--- config.mk ---
export PLATFORM = sky130hd
export DESIGN_NAME = usv_div
export DESIGN_NICKNAME = d
export VERILOG_FILES = /design/src/design/usv_pkg.sv /design/src/design/usv_div.sv
export SDC_FILE = /design/constraint.sdc
export NUM_CORES = 2
export LEC_CHECK = 0
export ABC_AREA = 1
export BUFFER_PORTS_ARGS = -buffer_cell sky130_fd_sc_hd__buf_4
export CAP_MARGIN = 20
export CELL_PAD_IN_SITES_DETAIL_PLACEMENT = 1
export CELL_PAD_IN_SITES_GLOBAL_PLACEMENT = 1
export CORE_ASPECT_RATIO = 0.6
export CORE_MARGIN = 2
export CORE_UTILIZATION = 45
export CTS_CLUSTER_SIZE = 10
export DETAILED_ROUTE_END_ITERATION = 16
export GPL_ROUTABILITY_DRIVEN = 1
export PLACE_DENSITY_LB_ADDON = 0.1
export SLEW_MARGIN = 10
export SYNTH_ARGS = -nofsm -noshare
export SYNTH_HDL_FRONTEND = slang
export SYNTH_SLANG_ARGS = --single-unit
--- constraint.sdc ---
create_clock -name clk -period 10.5 [get_ports clk]
set_input_delay 1.575 -clock clk [delete_from_list [all_inputs] [get_ports clk]]
set_output_delay 1.575 -clock clk [all_outputs]
set_load 0.02 [all_outputs]
--- src/design/usv_pkg.sv ---
// Package of the UV sphere vertex generator: item types, pipeline depths,
// CORDIC arctangent table and fixed-point constants.
// Depends on nothing; all design files refer to it by scoped names.
package usv_pkg;

	localparam int FRAC_BITS = 14;
	localparam int SUB_W = 8;
	localparam logic [SUB_W-1:0] SUBDIV_RESET = 8'd16;

	localparam int DIV_STEPS = 33;
	localparam int DVS_W = SUB_W + 1;

	localparam int CORDIC_STEPS = 30;
	localparam int CORDIC_LAT = CORDIC_STEPS + 2;
	localparam int CW = 34;
	localparam logic signed [CW-1:0] CORDIC_X0 = 34'sd652032874;
	localparam logic signed [CW-1:0] QUARTER_TURN = 34'sd1073741824;
	localparam logic signed [CW-1:0] HALF_TURN = 34'sd2147483648;
	localparam logic signed [CW-1:0] ONE_Q30 = 34'sd1073741824;

	localparam logic signed [CW-1:0] CORDIC_ATAN [CORDIC_STEPS] = '{
		34'sd536870912, 34'sd316933406, 34'sd167458907, 34'sd85004756,
		34'sd42667331, 34'sd21354465, 34'sd10679838, 34'sd5340245,
		34'sd2670163, 34'sd1335087, 34'sd667544, 34'sd333772, 34'sd166886,
		34'sd83443, 34'sd41722, 34'sd20861, 34'sd10430, 34'sd5215, 34'sd2608,
		34'sd1304, 34'sd652, 34'sd326, 34'sd163, 34'sd81, 34'sd41, 34'sd20,
		34'sd10, 34'sd5, 34'sd3, 34'sd1
	};

	localparam int DIV_END = 1 + DIV_STEPS;
	localparam int COR_END = DIV_END + CORDIC_LAT;
	localparam int MUL_STG = COR_END + 1;

	localparam int PROD_SHIFT = 60 - FRAC_BITS;
	localparam int COS_SHIFT = 30 - FRAC_BITS;
	localparam logic signed [63:0] PROD_HALF = 64'sd1 <<< (PROD_SHIFT - 1);
	localparam logic signed [31:0] COS_HALF = 32'sd1 <<< (COS_SHIFT - 1);
	localparam logic signed [63:0] POS_LIM = 64'sd1 <<< FRAC_BITS;

	typedef struct packed {
		logic [7:0] ring;
		logic [7:0] sector;
	} pt_t;

	typedef struct packed {
		logic signed [15:0] pos_x;
		logic signed [15:0] pos_y;
		logic signed [15:0] pos_z;
		logic [15:0] tex_u;
		logic [15:0] tex_v;
		logic [15:0] vertex_index;
		logic quad_valid;
		logic [15:0] corner_right;
		logic [15:0] corner_below;
		logic [15:0] corner_diag;
		logic in_range;
	} vtx_t;

	typedef struct packed {
		logic [15:0] vertex_index;
		logic quad_valid;
		logic [15:0] corner_right;
		logic [15:0] corner_below;
		logic [15:0] corner_diag;
		logic in_range;
	} side_t;

	function automatic logic signed [15:0] sat_pos(input logic signed [63:0] v);
		logic signed [63:0] c;
		c = v;
		if (v > POS_LIM) begin
			c = POS_LIM;
		end else if (v < -POS_LIM) begin
			c = -POS_LIM;
		end
		return c[15:0];
	endfunction

endpackage

--- src/design/usv_div.sv ---
// Pipelined restoring divider, one quotient bit per stage, 33 stages.
// Depends on usv_pkg for the step count and divisor width.
module usv_div (
	input  logic clk,
	input  logic en,
	input  logic [usv_pkg::DVS_W-1:0] rem_init,
	input  logic [usv_pkg::DIV_STEPS-1:0] num_init,
	input  logic [usv_pkg::DVS_W-1:0] divisor,
	output logic [usv_pkg::DIV_STEPS-1:0] quo
);

	localparam int N = usv_pkg::DIV_STEPS;
	localparam int DW = usv_pkg::DVS_W;

	logic [DW-1:0] rem_s [N+1];
	logic [N-1:0] num_s [N+1];

	assign rem_s[0] = rem_init;
	assign num_s[0] = num_init;

	for (genvar k = 0; k < N; k++) begin : g_step
		logic [DW:0] trial;
		logic ge;
		assign trial = {rem_s[k], num_s[k][N-1]};
		assign ge = trial >= {1'b0, divisor};
		always_ff @(posedge clk) begin
			if (en) begin
				rem_s[k+1] <= ge ? DW'(trial - {1'b0, divisor}) : trial[DW-1:0];
				num_s[k+1] <= {num_s[k][N-2:0], ge};
			end
		end
	end

	assign quo = num_s[N];

endmodule

==> key figures <==
Status
  • Outcome: complete, no violations

Worst setup path
  • CP max-delay cell: buf_4
  • Cell mode on critical path: nand2_1
  • Crit start category: primary input
  • Crit-path cells: buf_4 > inv_4 > buf_4 > ha_1 > nand2_1 > inv_1 > nand3_1 > and2_1 > nand2_8 > nand2_1 > nand2_1
  • CP Data Arrival Time: 4.28 ns
  • Kind of critical path: in -> reg
  • WP data required: 11.02 ns
  • CP Max Fanout: 37
  • CP max stage delay: 0.77 ns
  • Largest delay contributor family on the critical path: buffers and inverters
  • Critical Path Stages: 11
  • Nature of the critical path endpoint: register
  • Cell count of the worst reg-to-reg path: 10
  • Worst path buffer plus inverter count: 4

Logic synthesis
  • Post-synthesis cell area: 0.0618 mm²
  • Synth Area in Compound Gates: 1.23%
  • Yosys warns: 0
  • Synth unique cells: 27
  • Post-Synth XOR/XNOR Area: 1.36%
  • Seq/Total Area, Yosys: 67.0%
  • Post-Synthesis Cells: 5243
  • Synth Area in Adders: 7.06%
  • Syn avg cell area: 11.8 µm²
  • Mux contribution to synthesized area: 0%
  • Largest family of logic cells by synthesized area: simple AND/OR/NAND/NOR gates
  • Syn Nets: 5625
  • Simple-gate portion of the synthesized area: 18.6%
  • Synth Register Bits: 1377

Clock tree
  • CTS tree: done
  • Number of hold buffers added after CTS: 0
  • Clock Sinks: 1377
  • Setup bufs post-CTS: 0
  • Clk slew on worst S/H paths: 0.06 ns
  • Clk buf depth: 3
  • Root Buffer: clkbuf_16
  • Num CTS Buffers: 158
  • Clk_lat worst skew: 0.80 ns
  • Post-CTS sizing: 0
  • CTS H-Tree Depth: 4

Finish
  • Multi-input combinational cell area: 0.0175 mm²
  • Area growth syn-to-layout: 11.2%
  • Commonest non-fill, non-tap cell in the layout: nand2_1
  • Most frequent cells in the layout: nand2_1 (1628), edfxtp_1 (1377), inv_1 (631)
  • Seq. cell area: 0.0413 mm²
  • Fill cell count: 14234
  • Filler-free cell count of the finished design: 7280
  • Share of post-route cells with drive strength above 1: 8.50%
  • Nets: 5812

Detailed routing
  • WL per Instance: 18.1 µm
  • Met1 wire length: 70500 µm
  • Via Count: 37024
  • Routed Antenna Nets: 0
  • Starting DRT DRC Count: 2844
  • DRC viols: 0
  • First-pass iteration count of the detailed router: 5
  • Top layer in use: met4
  • Overall routed net length: 132000 µm
  • Met2 wire length: 52700 µm
  • Vias per cell: 5.09
  • Met3 WL: 6560 µm

STA
  • RSZ-0062 raised after global routing: no
  • Clock Skew: 0.0375 ns
  • Worst setup margin: 6.74 ns
  • Worst rel slew slack: 31.7%
  • # setup viols final: 0
  • Final period util: 35.8%
  • Clock period minus final worst setup slack: 3.76 ns
  • Number of hold violations in the final report: 0
  • Setup TNS Final: 0 ns
  • Min Hold Slack: 0.396 ns
  • Worst-Margin Slew: 1.02 ns
  • Slew Limit Fails: 0
  • Fmax: 266 MHz

GRT
  • Initial antenna violation count: 3
  • Global-route wire length before repair: 210000 µm
  • All-Layer GR Usage: 19.1%
  • Total grt overflow: 0
  • Largest net degree at the start of global routing: 191
  • Vias in the first global route: 37342

Placement
  • Port Buffer Count: 85
  • Dpl hpwl: 87900 µm
  • Pre-CTS setup slack: 5.88 ns
  • # placed instances: 7089
  • GPL Wtd Cong: 0.867

Floorplan
  • Core area: 0.136 mm²
  • Chip height: 291 µm
  • Row count: 105
  • Initial Util: 45.3%
  • Top Ports: 86
  • Die width: 482 µm
  • Total die area: 0.140 mm²

Power and ir drop
  • Cell Pwr Density: 275 mW/mm²
  • Worst VDD drop: 0.000171 V
  • Leakage: 0.0293 µW
  • Post-layout power: 18900 µW

Hold path
  • Hold Crit Depth: 0
  • HP Class: reg -> reg

Job
  • MaxCap Viol Count: 0
[worst reg2reg max path, delay by kind of cell, from the launching register on]
family | cells | cell delay (ns)
fa+ha+maj | 2 | 0.59
buf+inv | 2 | 0.20
flops | 1 | 0.51
simple gates | 6 | 0.85
[registers in the layout, indices dropped and copies added, names as in the netlist]
signal	cells
num_s	1024
g_step.trial	320
quo	33
[Yosys cell counts]
cell type / count / area [µm²]
nand3_1: 556 / 2780
inv_2: 1 / 3.75
a21oi_1: 143 / 716
a21boi_0: 1 / 7.51
ha_1: 297 / 3720
nor2_4: 18 / 203
buf_4: 33 / 248
nand2_1: 1628 / 6110
buf_6: 14 / 158
and2_4: 8 / 70.1
buf_2: 30 / 150
nor2_1: 93 / 349
nand2_4: 23 / 259
xor2_1: 96 / 841
nor3_1: 32 / 160
nand2_8: 12 / 240
or2_2: 12 / 75.1
nand3b_1: 20 / 150
a21oi_2: 2 / 17.5
nor2_2: 29 / 181
nand2_2: 78 / 488
fa_1: 32 / 641
nand4_1: 65 / 407
inv_1: 635 / 2380
o21ai_0: 4 / 20.0
and2_1: 4 / 25.0
edfxtp_1: 1377 / 41300
[power breakdown]
part	internal (µW)	switching, µW	total, µW
Clock	2710	2100	4810
Combinational	2110	4090	6200
Sequential	7340	560	7900
Total	12200	6740	18900
[path summary, 6_finish.rpt]
check                                         start             endpoint  slack (ns)
worst min register to register           num_s[254]           num_s[222]        0.40
worst max register to register  g_step[26].trial[0]  g_step[27].trial[9]        8.07
worst min-delay path                     num_s[254]           num_s[222]        0.40
worst max-delay path                     divisor[1]  g_step[19].trial[7]        6.74
[metal layers]
metal / track usage, % / vias to the layer above
met5: 0 / -
met4: 4.66 / 0
met3: 3.43 / 155
met2: 26.0 / 656
met1: 31.2 / 18046
li1: - / 18167
[final cells by class]
| class | instances | share of cell area, % |
|---|---|---|
| inverter | 636 | 3.48 |
| multi-input combinational | 3153 | 25.4 |
| clock buffer | 168 | 5.84 |
| tap | 1819 | 3.31 |
| timing repair buffer | 104 | 1.28 |
| sequential | 1377 | 60.2 |
| clock inverter | 22 | 0.430 |
| antenna | 1 | 0.00364 |
[stage by stage]
stage / instance area [µm²] / util, %
after floorplan: 61800 / -
after global routing: 68700 / 50.3
after CTS: 68700 / 50.3
final: 68700 / 50.3
after global placement: 64400 / 47.2
after detailed placement: 64400 / 47.2
[logic make-up after synthesis]
family	Yosys count
compound gates	150
fa+ha+maj	329
flops	1377
xor+xnor	96
simple gates	2578
buf+inv	713
Power figures use the tool's default switching activity.
